File: src/sv/slstm_pkg.sv
// Shared types, constants and activation table builders for the scalar LSTM cell.
`default_nettype none
package slstm_pkg;

    localparam int FRAC_BITS       = 12;
    localparam int ACT_TABLE_DEPTH = 256;
    localparam int DATA_W          = 16;
    localparam int PARAM_W         = 48;
    localparam int NUM_GATES       = 4;
    localparam int GATE_W          = 2;
    localparam int CFG_INDEX_W     = 3;
    localparam int SUM_W           = 2 * DATA_W + 2;
    localparam int DATA_MAX        = 2 ** (DATA_W - 1) - 1;
    localparam int DATA_MIN        = -(2 ** (DATA_W - 1));

    localparam logic [GATE_W-1:0] GATE_FORGET = 2'd0;
    localparam logic [GATE_W-1:0] GATE_INPUT  = 2'd1;
    localparam logic [GATE_W-1:0] GATE_CAND   = 2'd2;
    localparam logic [GATE_W-1:0] GATE_OUTPUT = 2'd3;

    typedef struct packed {
        logic                     kind;
        logic signed [DATA_W-1:0] value;
    } in_item_t;

    typedef struct packed {
        logic signed [DATA_W-1:0] hidden_out;
        logic signed [DATA_W-1:0] cell_out;
    } out_item_t;

    typedef enum logic [2:0] {
        MUL_ACC_W,
        MUL_HID_HW,
        MUL_CELL_F,
        MUL_IG_CG,
        MUL_OG_TC
    } mul_sel_t;

    typedef enum logic [1:0] {
        SUM_HOLD,
        SUM_BIAS,
        SUM_ZERO,
        SUM_ADD
    } sum_op_t;

    typedef struct packed {
        mul_sel_t          mul_sel;
        sum_op_t           sum_op;
        logic [GATE_W-1:0] gate;
        logic              pre_en;
        logic              gate_wr;
        logic              cell_wr;
        logic              tc_wr;
        logic              hid_wr;
        logic              charge;
        logic              out_load;
    } ctrl_cmd_t;

    typedef struct packed {
        logic out_valid;
    } dp_status_t;

    // Restoring divide, elaboration time only.
    function automatic logic [63:0] udiv64(input logic [63:0] num, input logic [63:0] den);
        logic [63:0] quo;
        logic [64:0] rem;
        quo = '0;
        rem = '0;
        for (int i = 63; i >= 0; i--) begin
            rem = {rem[63:0], num[i]};
            if (rem >= {1'b0, den}) begin
                rem    = rem - {1'b0, den};
                quo[i] = 1'b1;
            end
        end
        return quo;
    endfunction

    // e^y in Q24 by Taylor series, y in the cell's fixed-point format.
    function automatic logic [63:0] exp_q24(input logic [63:0] y_in, input int frac);
        logic [63:0] y;
        logic [63:0] cap;
        logic [63:0] term;
        logic [63:0] sum;
        logic        done;
        cap  = 64'd16 << frac;
        y    = (y_in > cap) ? cap : y_in;
        term = 64'd1 << 24;
        sum  = term;
        done = 1'b0;
        for (int k = 1; k <= 96; k++) begin
            if (!done) begin
                term = udiv64(term * y, 64'(k) << frac);
                if (term == 64'd0) begin
                    done = 1'b1;
                end else begin
                    sum = sum + term;
                end
            end
        end
        return sum;
    endfunction

    // One activation table entry at the bucket midpoint.
    function automatic logic signed [DATA_W-1:0] act_entry(input int j, input int depth,
                                                           input int frac, input logic use_tanh);
        longint                   m;
        logic [63:0]              a;
        logic [63:0]              e;
        logic [63:0]              num;
        logic [63:0]              q;
        logic signed [DATA_W-1:0] t16;
        m = longint'(udiv64(64'(2 * j + 1) * 64'd32768, 64'(depth))) - 64'sd32768;
        a = (m < 0) ? 64'(-m) : 64'(m);
        if (use_tanh) begin
            e   = exp_q24(a << 1, frac);
            q   = udiv64(((e - 64'd1) << frac) + ((e + 64'd1) >> 1), e + 64'd1);
            t16 = q[DATA_W-1:0];
            return (m < 0) ? -t16 : t16;
        end
        e   = exp_q24(a, frac);
        num = (m >= 0) ? e : (64'd1 << 24);
        q   = udiv64((num << frac) + ((e + 64'd1) >> 1), e + 64'd1);
        return q[DATA_W-1:0];
    endfunction

endpackage
`default_nettype wire

File: src/sv/slstm_ctrl.sv
// Sequencer for the LSTM cell: steps the shared multiplier through gates, cell and hidden.
`default_nettype none
module slstm_ctrl (
    input  wire logic                  aclk,
    input  wire logic                  aresetn,
    input  wire logic                  s_valid,
    input  wire logic                  s_kind,
    output      logic                  s_ready,
    input  wire logic                  m_ready,
    input  wire slstm_pkg::dp_status_t status,
    output      slstm_pkg::ctrl_cmd_t  cmd
);

    localparam logic [3:0] ST_IDLE = 4'd0;
    localparam logic [3:0] ST_G_A  = 4'd1;
    localparam logic [3:0] ST_G_H  = 4'd2;
    localparam logic [3:0] ST_G_S  = 4'd3;
    localparam logic [3:0] ST_G_R  = 4'd4;
    localparam logic [3:0] ST_G_T  = 4'd5;
    localparam logic [3:0] ST_C_A  = 4'd6;
    localparam logic [3:0] ST_C_B  = 4'd7;
    localparam logic [3:0] ST_C_S  = 4'd8;
    localparam logic [3:0] ST_C_R  = 4'd9;
    localparam logic [3:0] ST_H_T  = 4'd10;
    localparam logic [3:0] ST_H_M  = 4'd11;
    localparam logic [3:0] ST_H_S  = 4'd12;
    localparam logic [3:0] ST_H_R  = 4'd13;
    localparam logic [3:0] ST_FIN  = 4'd14;

    logic [3:0]                       state_reg, state_next;
    logic [slstm_pkg::GATE_W-1:0]     gate_reg, gate_next;

    always_comb begin
        state_next   = state_reg;
        gate_next    = gate_reg;
        s_ready      = 1'b0;
        cmd          = '0;
        cmd.mul_sel  = slstm_pkg::MUL_ACC_W;
        cmd.sum_op   = slstm_pkg::SUM_HOLD;
        cmd.gate     = gate_reg;
        unique case (state_reg)
            ST_IDLE: begin
                s_ready = 1'b1;
                if (s_valid) begin
                    if (s_kind) begin
                        state_next = ST_G_A;
                        gate_next  = slstm_pkg::GATE_FORGET;
                    end else begin
                        cmd.charge = 1'b1;
                    end
                end
            end
            ST_G_A: begin
                cmd.mul_sel = slstm_pkg::MUL_ACC_W;
                cmd.sum_op  = slstm_pkg::SUM_BIAS;
                state_next  = ST_G_H;
            end
            ST_G_H: begin
                cmd.mul_sel = slstm_pkg::MUL_HID_HW;
                cmd.sum_op  = slstm_pkg::SUM_ADD;
                state_next  = ST_G_S;
            end
            ST_G_S: begin
                cmd.sum_op = slstm_pkg::SUM_ADD;
                state_next = ST_G_R;
            end
            ST_G_R: begin
                cmd.pre_en = 1'b1;
                state_next = ST_G_T;
            end
            ST_G_T: begin
                cmd.gate_wr = 1'b1;
                if (gate_reg == slstm_pkg::GATE_OUTPUT) begin
                    state_next = ST_C_A;
                end else begin
                    gate_next  = gate_reg + 1'b1;
                    state_next = ST_G_A;
                end
            end
            ST_C_A: begin
                cmd.mul_sel = slstm_pkg::MUL_CELL_F;
                cmd.sum_op  = slstm_pkg::SUM_ZERO;
                state_next  = ST_C_B;
            end
            ST_C_B: begin
                cmd.mul_sel = slstm_pkg::MUL_IG_CG;
                cmd.sum_op  = slstm_pkg::SUM_ADD;
                state_next  = ST_C_S;
            end
            ST_C_S: begin
                cmd.sum_op = slstm_pkg::SUM_ADD;
                state_next = ST_C_R;
            end
            ST_C_R: begin
                cmd.cell_wr = 1'b1;
                state_next  = ST_H_T;
            end
            ST_H_T: begin
                cmd.tc_wr  = 1'b1;
                state_next = ST_H_M;
            end
            ST_H_M: begin
                cmd.mul_sel = slstm_pkg::MUL_OG_TC;
                cmd.sum_op  = slstm_pkg::SUM_ZERO;
                state_next  = ST_H_S;
            end
            ST_H_S: begin
                cmd.sum_op = slstm_pkg::SUM_ADD;
                state_next = ST_H_R;
            end
            ST_H_R: begin
                cmd.hid_wr = 1'b1;
                state_next = ST_FIN;
            end
            ST_FIN: begin
                if (!status.out_valid || m_ready) begin
                    cmd.out_load = 1'b1;
                    state_next   = ST_IDLE;
                end
            end
            default: begin
                state_next = ST_IDLE;
            end
        endcase
    end

    always_ff @(posedge aclk) begin
        if (!aresetn) begin
            state_reg <= ST_IDLE;
            gate_reg  <= slstm_pkg::GATE_FORGET;
        end else begin
            state_reg <= state_next;
            gate_reg  <= gate_next;
        end
    end

endmodule
`default_nettype wire

File: src/sv/slstm_dp.sv
// Datapath of the LSTM cell: gate registers, shared multiplier, accumulator, tables, output.
`default_nettype none
module slstm_dp #(
    parameter int FRAC_BITS       = slstm_pkg::FRAC_BITS,
    parameter int ACT_TABLE_DEPTH = slstm_pkg::ACT_TABLE_DEPTH
) (
    input  wire logic                                aclk,
    input  wire logic                                aresetn,
    input  wire slstm_pkg::ctrl_cmd_t                cmd,
    output      slstm_pkg::dp_status_t               status,
    input  wire slstm_pkg::in_item_t                 s_data,
    input  wire logic                                m_ready,
    output      logic                                m_valid,
    output      slstm_pkg::out_item_t                m_data,
    input  wire logic                                cfg_wr_en,
    input  wire logic [slstm_pkg::CFG_INDEX_W-1:0]   cfg_index,
    input  wire logic [slstm_pkg::PARAM_W-1:0]       cfg_wdata
);

    localparam int DW     = slstm_pkg::DATA_W;
    localparam int SW     = slstm_pkg::SUM_W;
    localparam int NG     = slstm_pkg::NUM_GATES;
    localparam int IDX_W  = $clog2(ACT_TABLE_DEPTH);
    localparam int PROD_W = DW + IDX_W + 1;

    localparam logic [PROD_W-1:0] DEPTH_K  = PROD_W'(ACT_TABLE_DEPTH);
    localparam logic signed [SW:0] RS_HALF = (SW + 1)'(1) <<< (FRAC_BITS - 1);
    localparam logic signed [SW:0] RS_MAX  = (SW + 1)'(slstm_pkg::DATA_MAX);
    localparam logic signed [SW:0] RS_MIN  = (SW + 1)'(slstm_pkg::DATA_MIN);
    localparam logic signed [DW:0] AC_MAX  = (DW + 1)'(slstm_pkg::DATA_MAX);
    localparam logic signed [DW:0] AC_MIN  = (DW + 1)'(slstm_pkg::DATA_MIN);

    logic [slstm_pkg::PARAM_W-1:0] params_reg [NG];
    logic [slstm_pkg::PARAM_W-1:0] params_next [NG];
    logic signed [DW-1:0]          gv_reg [NG];
    logic signed [DW-1:0]          gv_next [NG];
    logic signed [DW-1:0]          acc_reg, acc_next;
    logic signed [DW-1:0]          cell_reg, cell_next;
    logic signed [DW-1:0]          hid_reg, hid_next;
    logic signed [DW-1:0]          tc_reg, tc_next;
    logic signed [DW-1:0]          pre_reg, pre_next;
    logic signed [2*DW-1:0]        prod_reg, prod_next;
    logic signed [SW-1:0]          sum_reg, sum_next;
    slstm_pkg::out_item_t          out_reg, out_next;
    logic                          out_valid_reg, out_valid_next;

    logic [slstm_pkg::PARAM_W-1:0] sel_param;
    logic signed [DW-1:0]          w_g, hw_g, bias_g;
    logic signed [DW-1:0]          op_a, op_b;
    logic signed [SW:0]            rnd_full;
    logic signed [DW-1:0]          sat_val;
    logic signed [DW:0]            acc_sum;
    logic signed [DW-1:0]          acc_sat;
    logic signed [DW-1:0]          act_src;
    logic [PROD_W-1:0]             act_prod;
    logic [IDX_W-1:0]              act_idx;
    logic signed [DW-1:0]          sig_val, tanh_val;
    logic signed [DW-1:0]          sig_tab [ACT_TABLE_DEPTH];
    logic signed [DW-1:0]          tanh_tab [ACT_TABLE_DEPTH];

    for (genvar j = 0; j < ACT_TABLE_DEPTH; j++) begin : g_act
        localparam logic signed [DW-1:0] SIG_E  =
            slstm_pkg::act_entry(j, ACT_TABLE_DEPTH, FRAC_BITS, 1'b0);
        localparam logic signed [DW-1:0] TANH_E =
            slstm_pkg::act_entry(j, ACT_TABLE_DEPTH, FRAC_BITS, 1'b1);
        assign sig_tab[j]  = SIG_E;
        assign tanh_tab[j] = TANH_E;
    end

    assign sel_param = params_reg[cmd.gate];
    assign w_g       = sel_param[DW-1:0];
    assign hw_g      = sel_param[2*DW-1:DW];
    assign bias_g    = sel_param[3*DW-1:2*DW];

    always_comb begin
        unique case (cmd.mul_sel)
            slstm_pkg::MUL_ACC_W:  begin op_a = acc_reg;                        op_b = w_g;    end
            slstm_pkg::MUL_HID_HW: begin op_a = hid_reg;                        op_b = hw_g;   end
            slstm_pkg::MUL_CELL_F: begin op_a = cell_reg;  op_b = gv_reg[slstm_pkg::GATE_FORGET]; end
            slstm_pkg::MUL_IG_CG:  begin
                op_a = gv_reg[slstm_pkg::GATE_INPUT];
                op_b = gv_reg[slstm_pkg::GATE_CAND];
            end
            slstm_pkg::MUL_OG_TC:  begin op_a = gv_reg[slstm_pkg::GATE_OUTPUT]; op_b = tc_reg; end
            default:               begin op_a = acc_reg;                        op_b = w_g;    end
        endcase
    end

    assign prod_next = op_a * op_b;

    always_comb begin
        unique case (cmd.sum_op)
            slstm_pkg::SUM_HOLD: sum_next = sum_reg;
            slstm_pkg::SUM_BIAS: sum_next = SW'(bias_g) <<< FRAC_BITS;
            slstm_pkg::SUM_ZERO: sum_next = '0;
            slstm_pkg::SUM_ADD:  sum_next = sum_reg + SW'(prod_reg);
            default:             sum_next = sum_reg;
        endcase
    end

    // Round half up, then clamp to the data range.
    assign rnd_full = ((SW + 1)'(sum_reg) + RS_HALF) >>> FRAC_BITS;

    always_comb begin
        priority if (rnd_full > RS_MAX) begin
            sat_val = DW'(slstm_pkg::DATA_MAX);
        end else if (rnd_full < RS_MIN) begin
            sat_val = DW'(slstm_pkg::DATA_MIN);
        end else begin
            sat_val = rnd_full[DW-1:0];
        end
    end

    assign acc_sum = {acc_reg[DW-1], acc_reg} + {s_data.value[DW-1], s_data.value};

    always_comb begin
        priority if (acc_sum > AC_MAX) begin
            acc_sat = DW'(slstm_pkg::DATA_MAX);
        end else if (acc_sum < AC_MIN) begin
            acc_sat = DW'(slstm_pkg::DATA_MIN);
        end else begin
            acc_sat = acc_sum[DW-1:0];
        end
    end

    assign act_src  = cmd.tc_wr ? cell_reg : pre_reg;
    assign act_prod = PROD_W'({~act_src[DW-1], act_src[DW-2:0]}) * DEPTH_K;
    assign act_idx  = act_prod[DW +: IDX_W];
    assign sig_val  = sig_tab[act_idx];
    assign tanh_val = tanh_tab[act_idx];

    always_comb begin
        for (int g = 0; g < NG; g++) begin
            params_next[g] = params_reg[g];
            gv_next[g]     = gv_reg[g];
            if (cfg_wr_en && cfg_index == slstm_pkg::CFG_INDEX_W'(g)) begin
                params_next[g] = cfg_wdata;
            end
            if (cmd.gate_wr && cmd.gate == slstm_pkg::GATE_W'(g)) begin
                gv_next[g] = (cmd.gate == slstm_pkg::GATE_CAND) ? tanh_val : sig_val;
            end
        end
    end

    always_comb begin
        acc_next = acc_reg;
        if (cmd.charge) begin
            acc_next = acc_sat;
        end else if (cmd.out_load) begin
            acc_next = '0;
        end
    end

    assign pre_next       = cmd.pre_en  ? sat_val  : pre_reg;
    assign cell_next      = cmd.cell_wr ? sat_val  : cell_reg;
    assign hid_next       = cmd.hid_wr  ? sat_val  : hid_reg;
    assign tc_next        = cmd.tc_wr   ? tanh_val : tc_reg;
    assign out_valid_next = cmd.out_load | (out_valid_reg & ~m_ready);

    always_comb begin
        out_next = out_reg;
        if (cmd.out_load) begin
            out_next.hidden_out = hid_reg;
            out_next.cell_out   = cell_reg;
        end
    end

    always_ff @(posedge aclk) begin
        if (!aresetn) begin
            for (int g = 0; g < NG; g++) begin
                params_reg[g] <= '0;
            end
            acc_reg       <= '0;
            cell_reg      <= '0;
            hid_reg       <= '0;
            out_valid_reg <= 1'b0;
        end else begin
            for (int g = 0; g < NG; g++) begin
                params_reg[g] <= params_next[g];
            end
            acc_reg       <= acc_next;
            cell_reg      <= cell_next;
            hid_reg       <= hid_next;
            out_valid_reg <= out_valid_next;
        end
    end

    always_ff @(posedge aclk) begin
        for (int g = 0; g < NG; g++) begin
            gv_reg[g] <= gv_next[g];
        end
        tc_reg   <= tc_next;
        pre_reg  <= pre_next;
        prod_reg <= prod_next;
        sum_reg  <= sum_next;
        out_reg  <= out_next;
    end

    assign status.out_valid = out_valid_reg;
    assign m_valid          = out_valid_reg;
    assign m_data           = out_reg;

endmodule
`default_nettype wire

File: src/sv/scalar_lstm_cell_inference.sv
// Top level of the scalar LSTM cell: sequencer plus datapath.
// Charge transaction: one per cycle while no fire is in progress, no result.
// Fire transaction: no new transaction is taken until the result is loaded into the output slot;
// the single shared 16x16 multiplier steps eleven products through gates, cell and hidden state.
// A pending result does not block charges; a fire finishing early waits for the output slot.
// Reset (aresetn low, synchronous) clears weights, accumulator, cell and hidden state.
`default_nettype none
module scalar_lstm_cell_inference #(
    parameter int FRAC_BITS       = slstm_pkg::FRAC_BITS,
    parameter int ACT_TABLE_DEPTH = slstm_pkg::ACT_TABLE_DEPTH
) (
    input  wire logic                              aclk,
    input  wire logic                              aresetn,
    input  wire logic                              s_valid,
    output      logic                              s_ready,
    input  wire slstm_pkg::in_item_t               s_data,
    output      logic                              m_valid,
    input  wire logic                              m_ready,
    output      slstm_pkg::out_item_t              m_data,
    input  wire logic                              cfg_wr_en,
    input  wire logic [slstm_pkg::CFG_INDEX_W-1:0] cfg_index,
    input  wire logic [slstm_pkg::PARAM_W-1:0]     cfg_wdata
);

    slstm_pkg::ctrl_cmd_t  cmd;
    slstm_pkg::dp_status_t status;

    slstm_ctrl u_ctrl (
        .aclk    (aclk),
        .aresetn (aresetn),
        .s_valid (s_valid),
        .s_kind  (s_data.kind),
        .s_ready (s_ready),
        .m_ready (m_ready),
        .status  (status),
        .cmd     (cmd)
    );

    slstm_dp #(
        .FRAC_BITS       (FRAC_BITS),
        .ACT_TABLE_DEPTH (ACT_TABLE_DEPTH)
    ) u_dp (
        .aclk      (aclk),
        .aresetn   (aresetn),
        .cmd       (cmd),
        .status    (status),
        .s_data    (s_data),
        .m_ready   (m_ready),
        .m_valid   (m_valid),
        .m_data    (m_data),
        .cfg_wr_en (cfg_wr_en),
        .cfg_index (cfg_index),
        .cfg_wdata (cfg_wdata)
    );

endmodule
`default_nettype wire

File: config.mk
export PLATFORM = sky130hd
export DESIGN_NAME = scalar_lstm_cell_inference
export DESIGN_NICKNAME = d
export VERILOG_FILES = /design/src/sv/slstm_pkg.sv /design/src/sv/slstm_ctrl.sv /design/src/sv/slstm_dp.sv /design/src/sv/scalar_lstm_cell_inference.sv
export SDC_FILE = /design/constraint.sdc
export NUM_CORES = 1
export LEC_CHECK = 0
export ABC_AREA = 1
export BUFFER_PORTS_ARGS = -buffer_cell sky130_fd_sc_hd__buf_2
export CORE_AREA = 8 8 334 336
export DETAILED_ROUTE_END_ITERATION = 12
export DIE_AREA = 0 0 342 344
export GPL_TIMING_DRIVEN = 1
export PLACE_DENSITY_LB_ADDON = 0.25
export SLEW_MARGIN = 20
export SYNTH_ARGS = -nofsm -noshare
export SYNTH_HDL_FRONTEND = slang
export SYNTH_SLANG_ARGS = --single-unit
File: constraint.sdc
create_clock -name aclk -period 12.1 [get_ports aclk]
set_clock_uncertainty 0.1 [all_clocks]
set_input_delay 2.42 -clock aclk [delete_from_list [all_inputs] [get_ports aclk]]
set_output_delay 2.42 -clock aclk [all_outputs]
set_load 0.01 [all_outputs]
==> results of run 1 <==
==> final cells by class <==
class	count	area, um2	area share [%]
Tap cell	1403	1760	5.00
Clock buffer	54	1220	3.48
Multi-Input combinational cell	2577	17200	48.9
Timing Repair Buffer	130	714	2.03
Inverter	621	2330	6.64
Clock inverter	34	424	1.21
Sequential cell	412	11500	32.7
==> final timing paths <==
| check | to | slack [ns] | startpoint | cells past startpoint |
|---|---|---|---|---|
| min reg2reg | u_dp.m_data[3]$_DFFE_PP_ | 0.33 | u_dp.cell_reg[3]$_SDFFE_PN0P_ | 0 |
| min | u_dp.m_data[3]$_DFFE_PP_ | 0.33 | u_dp.cell_reg[3]$_SDFFE_PN0P_ | 0 |
| max | u_dp.prod_reg[26]$_DFF_P_ | 3.33 | u_ctrl.state_reg[2]$_SDFFE_PN0P_ | 31 |
| max reg2reg | u_dp.prod_reg[26]$_DFF_P_ | 3.33 | u_ctrl.state_reg[2]$_SDFFE_PN0P_ | 31 |
==> synth_stat cells (15+ instances only) <==
cell / instances / area (um2)
sky130_fd_sc_hd__nand2_1: 692 / 2600
sky130_fd_sc_hd__o211ai_1: 17 / 128
sky130_fd_sc_hd__xnor2_1: 36 / 315
sky130_fd_sc_hd__nand4_1: 28 / 175
sky130_fd_sc_hd__nand3_1: 149 / 746
sky130_fd_sc_hd__xor2_1: 37 / 324
sky130_fd_sc_hd__edfxtp_1: 323 / 9700
sky130_fd_sc_hd__buf_2: 37 / 185
sky130_fd_sc_hd__ha_1: 148 / 1850
sky130_fd_sc_hd__o22ai_1: 36 / 225
sky130_fd_sc_hd__inv_2: 23 / 86.3
sky130_fd_sc_hd__nor2_1: 649 / 2440
sky130_fd_sc_hd__clkbuf_1: 62 / 233
sky130_fd_sc_hd__o21ai_0: 160 / 801
sky130_fd_sc_hd__o21ai_1: 21 / 105
sky130_fd_sc_hd__dfxtp_1: 89 / 1780
sky130_fd_sc_hd__fa_1: 264 / 5290
sky130_fd_sc_hd__a21oi_1: 185 / 926
sky130_fd_sc_hd__buf_4: 15 / 113
sky130_fd_sc_hd__inv_1: 593 / 2230
==> through the flow <==
step	hold slack (ns)	instances	power [uW]
3_5_place_dp	0.319	5143	9230
3_3_place_gp	0.317	5142	9340
4_1_cts	0.331	5231	10900
2_1_floorplan	0.308	3733	6870
5_1_grt	0.342	5231	11800
6_report	0.332	5231	10800
==> cells by family after synthesis <==
kind of cell | after synthesis
AOI/OAI and AO/OA | 520
and+or+nand+nor | 1572
xor gates and xnor gates | 73
DFF | 412
buffers and inverters | 744
adders and majority gates | 412
==> worst max-delay path, delay by kind of cell (launching register included) <==
family / cells / cell delay (ns)
compound gates: 4 / 0.88
fa+ha+maj: 7 / 3.33
buf+inv: 7 / 1.39
flops: 1 / 0.37
simple gates: 13 / 2.57
==> power by group through the flow <==
| stage | Clock, uW | Sequential (uW) | Combinational (uW) |
|---|---|---|---|
| 2_1_floorplan | 0 | 1840 | 5030 |
| 3_3_place_gp | 0 | 1950 | 7380 |
| 3_5_place_dp | 0 | 1950 | 7280 |
| 4_1_cts | 1570 | 1920 | 7380 |
| 5_1_grt | 1620 | 1930 | 8280 |
| 6_report | 1540 | 1920 | 7350 |
==> per-layer routing <==
| layer | vias to the layer above | global-route usage, % | wire [um] |
|---|---|---|---|
| li1 | 12000 | - | - |
| met1 | 12200 | 23.6 | 46100 |
| met2 | 819 | 27.8 | 46700 |
| met3 | 172 | 2.73 | 6130 |
| met4 | 2 | 6.16 | 4160 |
| met5 | - | 0 | 13 |
==> run summary, run 1 <==
The run finished with clean final reports. The analysis attributes to net switching a power of 5620 uW. The y dimension of the die came out at 344 um. The post-synthesis share of cell area spent on xor and xnor gates came out at 2.02%. After layout, the worst path uses 72.5% of the clock period. The path type of the worst setup path is reg2reg.

Summing the areas of all compound-gate instances in the mapped netlist gives 9.64% of the synthesized area. The number of nets handed over by synthesis was 4218. In this run, the combinational gates consume 68.0% of the power. Once layout is complete, the utilization of the core stands at 33.0%. Detailed routing inserted a total of 25200 vias. The number of rows in the core area came out at 120. The number of storage elements in the synthesis netlist came out at 412.

The pin slew with the least headroom to its limit came out at 0.964 ns. Of the cells placed in the final design, the portion with a size suffix greater than 1 is 7.26%. The worst-case vdd ir drop is 0.000308 V.

The sequential-to-total area share from yosys stat is 36.4%. The count of buffers from port buffering is 106. The commonest non-fill, non-tap cell in the layout is sky130_fd_sc_hd__nand2_1. In this run the worst path has a maximum fanout of 37. In the post-route analysis, the smallest setup slack over all paths is 3.33 ns. The first global-routing pass estimated 157000 um of wire. The post-placement worst setup slack came out at 3.31 ns.

Multiplexer cells account for 0% of the synthesized area. The post-CTS setup buffer count is 0. Summing all placed instances gives a cell area of 33500 um2. The clock group share of total power is 14.2%.

Each instance of the synthesized netlist takes up on average 8.46 um2. The data required time at the worst endpoint is 12.50 ns. The filler cell count came out at 11300.

The die outline width came out at 342 um. The post-route cell area is 35100 um2. The number of DRC markers in iteration 0 came out at 2187. The number of clock buffers added by TritonCTS is 48. STA classifies the critical path startpoint as a register.

The internal portion of total power came out at 5180 uW. The initial antenna violation count came out at 7. In this run, synthesis inferred 323 flip-flops with an integrated enable. In this run the number of H-tree levels came out at 2. The biggest cell delay along the critical path is 0.65 ns.

The global router's overall resource usage came out at 17.3%. Once the floorplan was initialized, standard cells occupied 29.7% of the core. The hold-fix buffer count after cts is 0. CTS saw 412 sinks. The area share of and/or/nand/nor cells after synthesis is 20.0%. The mean number of vias per cell came out at 4.82. Setup repair after global routing left no endpoint under its margin. The number of max-slew violations in the final report came out at 0. The accumulated negative setup slack came out at 0 ns. The number of instances resized during post-cts repair is 0. The hold violation count in the final report came out at 0.

In the routed design, unresolved DRC markers number 0. Counting stages on the worst path, the most repeated cell is sky130_fd_sc_hd__nand2_1. The total leakage power is 0.0158 uW.

Max-cap violations in this run came to 0. The CTS tree is built. The worst setup path is captured at a register. The detailed-route wire length is 103000 um. The worst relative slew slack came out at 35.5%.

The mean routed wirelength per cell came out at 19.7 um. In the final design database the tool counted 4275 nets. The root buffer cell is sky130_fd_sc_hd__clkbuf_16. The flip-flop count of the largest register after layout is 192.

The share of flip-flops with an asynchronous set or reset after synthesis is 0%. The maximum clock path buffer count came out at 3. After synthesis, the netlist uses 59 different library cells.

The signal arrival time at the worst endpoint came out at 9.17 ns. For the worst-skew pair, the clock arrives at the later sink with an insertion delay of 0.60 ns. The part of the total power dissipated in sequential elements came out at 17.8%. The final number of setup-violating endpoints is 0. The pin count of the biggest net entering global routing is 70. In the synthesized netlist the dominant register cell turns out to be sky130_fd_sc_hd__edfxtp_1. Net switching is 52.0% of the power. Summing the areas of all fa, ha and maj instances in the mapped netlist gives 22.6% of the synthesized area. The overflow left after global routing came out at 0.

From synthesis to final layout, the design area changed by 11.2%. The die covers 118000 um2. Static timing analysis puts the maximum clock frequency at 0.114 GHz.

The routed design could run at a clock period as short as 8.77 ns. The clock-pin transition on the worst setup and hold timing paths is 0.06 ns. The via count of the first global-routing pass came out at 25200.

The half-perimeter wire length after placement came out at 79200 um. The class of the most critical hold timing path is reg2reg. The count of TritonRoute iterations in the first routing pass came out at 6. The count of nets left with antenna violations after detail routing is 0. The count of pins on the block boundary came out at 107. Synthesis produced a netlist whose cell count is 3733. Leaving out fill and tap cells, the most frequent cells in the layout are sky130_fd_sc_hd__nand2_1 (688), sky130_fd_sc_hd__nor2_1 (647), sky130_fd_sc_hd__inv_1 (593). The synthesized netlist occupies a cell area of 31600 um2.

The slowest stage of the critical path is the sky130_fd_sc_hd__nand2_1 cell. The power density relative to cell area is 307 nW/um2. In this run the standard cell core region covers 106000 um2. The number of antenna cells inserted is 0. By area, the combinational part of the netlist is dominated by adder cells. The yosys synthesis warning count is 0.

The final weighted congestion of routability-driven global placement is 0.901.
Note: power is estimated with default switching activity, not from simulation.
==> run 2: changes to the inputs <==
- ABC_AREA: 1 -> 0
- CORE_AREA: 8 8 334 336 -> 8 8 327 329
- DIE_AREA: 0 0 342 344 -> 0 0 335 337
- clock period: 12.1 -> 7.1 ns (I/O delays scaled with it)
==> run summary, run 2 <==
The flow ran to the end, but the final reports show violations. The final reports fail on negative setup slack. The starting utilization of the core area is 29.8% (+0.049 points).

The share of flip-flops with an asynchronous set or reset after synthesis is 0% (unchanged). The worst hold path depth came out at 0 (unchanged). The initial antenna violation count is 3 (-4).

The signal arrival time at the worst endpoint is 7.62 ns (-1.55 ns). The worst setup path is captured at a register. In the synthesized netlist the dominant register cell turns out to be sky130_fd_sc_hd__edfxtp_1. Ranked by instance count, the synthesized netlist is headed by sky130_fd_sc_hd__inv_1 (365), sky130_fd_sc_hd__edfxtp_1 (323), sky130_fd_sc_hd__fa_1 (264). The mean routed wirelength per cell is 20.6 um (+4.7%). The count of pins on the block boundary is 107 (unchanged). The number of clock buffers inserted by TritonCTS was 49 (+2.1%). The total placed instance area is 34600 um2 (+3.3%). The clock-pin transition on the worst setup and hold timing paths was 0.06 ns (about the same). The yosys synthesis warning count is 0 (unchanged). The power density relative to cell area is 436 nW/um2 (+42%). The worst-case vdd ir drop came out at 0.000634 V (+110%). The most common cell in the synthesized netlist is sky130_fd_sc_hd__inv_1.

The number of sinks on the clock net came out at 412 (unchanged). The highest fanout seen on the critical path came out at 7 (-81%). The H-tree depth was 2 (unchanged). The data required time at the worst endpoint is 7.47 ns (-5.03 ns). The pin slew with the least headroom to its limit came to 1.10 ns (+0.131 ns). sky130_fd_sc_hd__edfxtp_1 takes more of the synthesized area than any other cell.

The hold-fix buffer count after cts came out at 0 (unchanged). The post-route DRC violation count is 0 (unchanged). The share of the synthesized area in the top cell type came out at 32.2% (+1.5 points). The total leakage power came to 0.0156 uW (-1.2%). The post-route cell area is 37800 um2 (+7.6%). The number of instances in the synthesized netlist was 2856 (-23%).

The core footprint is 101000 um2 (-4.7%). The count of different cell masters after synthesis came out at 76 (+29%). The worst relative slew slack was 26.2% (-9.3 points). The number of storage elements in the synthesis netlist was 412 (unchanged). The endpoint identified for the worst register-to-register timing path is u_dp.prod_reg[30]$_DFF_P_. The number of synthesized flops with an enable pin is 323 (unchanged). The latest clock arrival within the worst-skew pair is 0.65 ns (+0.05 ns). The share of the core filled with cells in the final layout is 37.3% (+4.3 points). The via count of the first global-routing pass is 23100 (-8.4%).

The proportion of layout cells with a drive suffix above 1 came out at 24.6% (+17 points). The achievable clock frequency is 0.138 GHz (+21%). The number of max-slew violations in the final report is 0 (unchanged). The half-perimeter wire length after placement was 73000 um (-7.9%).

The worst-case reg-to-reg path depth came out at 25 (-19%). The slack of the worst reg-to-reg path came out at -0.15 ns (-3.47 ns). The number of DRC markers in iteration 0 is 1615 (-26%). The overflow left after global routing is 0 (unchanged). The commonest non-fill, non-tap cell in the layout is sky130_fd_sc_hd__inv_1. The cell area after synthesis is 30100 um2 (-4.5%). The critical path is of the reg2reg type. The pin count of the biggest net entering global routing is 49 (-30%). The net count after synthesis is 3341 (-21%). The final weighted congestion of routability-driven global placement came to 0.895 (-0.71%).

The number of rows in the core area is 117 (-2.5%). The die outline width is 335 um (-2.0%). The library cells used most frequently in the layout, excluding fill and tap cells, are sky130_fd_sc_hd__inv_1 (339), sky130_fd_sc_hd__edfxtp_1 (323), sky130_fd_sc_hd__buf_4 (284). The worst hold endpoint is u_dp.m_data[1]$_DFFE_PP_. The global router's overall resource usage came to 16.8% (-0.49 points).

The count of nets left with antenna violations after detail routing is 0 (unchanged). The kind of launch point of the worst setup path is a register. The ratio of final minimum period to clock period was 102% (+30 points).

Yosys attributes the largest share of cell area to sky130_fd_sc_hd__edfxtp_1 (32%), sky130_fd_sc_hd__fa_1 (18%), sky130_fd_sc_hd__ha_1 (6.1%). The hold violation count in the final report was 0 (unchanged). The final worst setup slack is -0.145 ns (-3.47 ns).

The final number of setup-violating endpoints came to 6 (+6). The mean number of vias per cell is 4.83 (about the same). The floorplan die area came to 113000 um2 (-4.0%). The final critical-path required period is 7.25 ns (-1.53 ns). The global-route wire length before repair came to 146000 um (-7.0%). The count of TritonRoute iterations in the first routing pass is 5 (-1).

The number of nets in the final layout was 3718 (-13%). The startpoint identified for the worst hold timing path is u_dp.cell_reg[1]$_SDFFE_PN0P_. The detailed-route wire length is 95800 um (-7.1%). The maximum clock path buffer count is 3 (unchanged). The number of maximum-capacitance violations is 0 (unchanged).

The tree is rooted in a sky130_fd_sc_hd__clkbuf_16. The worst hold path belongs to the class reg2reg. The average size of a mapped cell came out at 10.6 um2 (+25%). The y dimension of the die came out at 337 um (-2.0%). The total via count in the routed design came out at 22400 (-11%). The count of buffers from port buffering came to 106 (unchanged). The flip-flop count of the largest register after layout is 192 (unchanged). Setup repair after global routing could not meet its margin everywhere. The sequential-to-total area share from yosys stat came out at 38.1% (+1.7 points). The layout overhead on the synthesized area is 25.4%.

The CTS tree is built.
run 2: cells by family after synthesis:
| logic type | Yosys count | synth area share (%) |
|---|---|---|
| DFF | 412 | 38.1 |
| adders and majority gates | 414 | 23.7 |
| buffers and inverters | 493 | 6.27 |
| xor gates and xnor gates | 92 | 2.67 |
| muxes | 67 | 4.25 |
| AOI/OAI and AO/OA | 521 | 11.1 |
| and+or+nand+nor | 857 | 13.9 |
run 2: repair_timing:
item,4_1_cts,5_1_grt
hold endpoints to repair,0,0
pin swaps,81,103
buffers inserted,35,22
gates resized for setup,130,116
setup endpoints to repair,14,16
gates cloned,4,2
run 2: area by class of cell:
class                           count  area (um2)
Antenna cell                        1        2.50
Clock buffer                       63        1320
Clock inverter                     27         312
Fill cell                       10200       63500
Inverter                          365        1370
Multi-Input combinational cell   1951       17900
Sequential cell                   412       11500
Tap cell                         1368        1710
Timing Repair Buffer              454        3690
run 2: power breakdown:
| group | switching (uW) | leakage, uW | internal, uW |
|---|---|---|---|
| Sequential | 204 | 0.00373 | 2930 |
| Combinational | 5640 | 0.0111 | 5130 |
| Clock | 1070 | 0.000787 | 1500 |
| Total | 6920 | 0.0156 | 9570 |
run 2: worst max path at each step:
stage | endpoint | slack, ns | cells after the start
final | u_dp.prod_reg[30]$_DFF_P_ | -0.15 | 25
after detailed placement | u_dp.prod_reg[28]$_DFF_P_ | -0.48 | 29
after floorplan | u_dp.prod_reg[31]$_DFF_P_ | 0.009 | 30
after global placement | u_dp.prod_reg[30]$_DFF_P_ | -0.45 | 29
after global routing | u_dp.prod_reg[31]$_DFF_P_ | -0.36 | 27
after CTS | u_dp.prod_reg[31]$_DFF_P_ | -0.14 | 28
run 2: per-stage QoR:
stage	TNS (ns)	setup slack, ns	power [uW]	hold slack [ns]	std cells
detailed placement	-3.92	-0.480	12200	0.360	4498
floorplan	0	0.00879	8570	0.325	2856
global route	-2.16	-0.363	17900	0.390	4640
finish	-0.407	-0.145	16500	0.374	4641
global placement	-3.54	-0.451	12300	0.347	4498
CTS	-0.598	-0.138	16100	0.374	4625
run 2: layer usage:
metal  up-vias  track usage [%]  share of wire [%]
li1      10500                -                  -
met1     11200             23.1                 45
met2       589             28.0                 47
met3       127             2.53                5.3
met4         2             3.77                2.3
met5         -                0              0.013
run 2: critical path, cell delays in order (launching register included):
cell and delay, ns:
sky130_fd_sc_hd__dfxtp_4 0.40, sky130_fd_sc_hd__buf_12 0.15, sky130_fd_sc_hd__mux4_2 0.52, sky130_fd_sc_hd__a22o_4 0.30
sky130_fd_sc_hd__a221oi_4 0.26, sky130_fd_sc_hd__buf_12 0.17, sky130_fd_sc_hd__buf_12 0.11, sky130_fd_sc_hd__buf_4 0.11
sky130_fd_sc_hd__nor2_1 0.04, sky130_fd_sc_hd__fa_1 0.48, sky130_fd_sc_hd__inv_1 0.06, sky130_fd_sc_hd__fa_2 0.37
sky130_fd_sc_hd__fa_2 0.56, sky130_fd_sc_hd__inv_1 0.05, sky130_fd_sc_hd__fa_2 0.57, sky130_fd_sc_hd__fa_2 0.46
sky130_fd_sc_hd__fa_2 0.57, sky130_fd_sc_hd__ha_4 0.20, sky130_fd_sc_hd__o21a_1 0.18, sky130_fd_sc_hd__o211ai_1 0.26
sky130_fd_sc_hd__nand2b_4 0.20, sky130_fd_sc_hd__o21ai_4 0.07, sky130_fd_sc_hd__a211o_4 0.38, sky130_fd_sc_hd__a211oi_4 0.25
sky130_fd_sc_hd__o21bai_1 0.11, sky130_fd_sc_hd__xor2_1 0.15
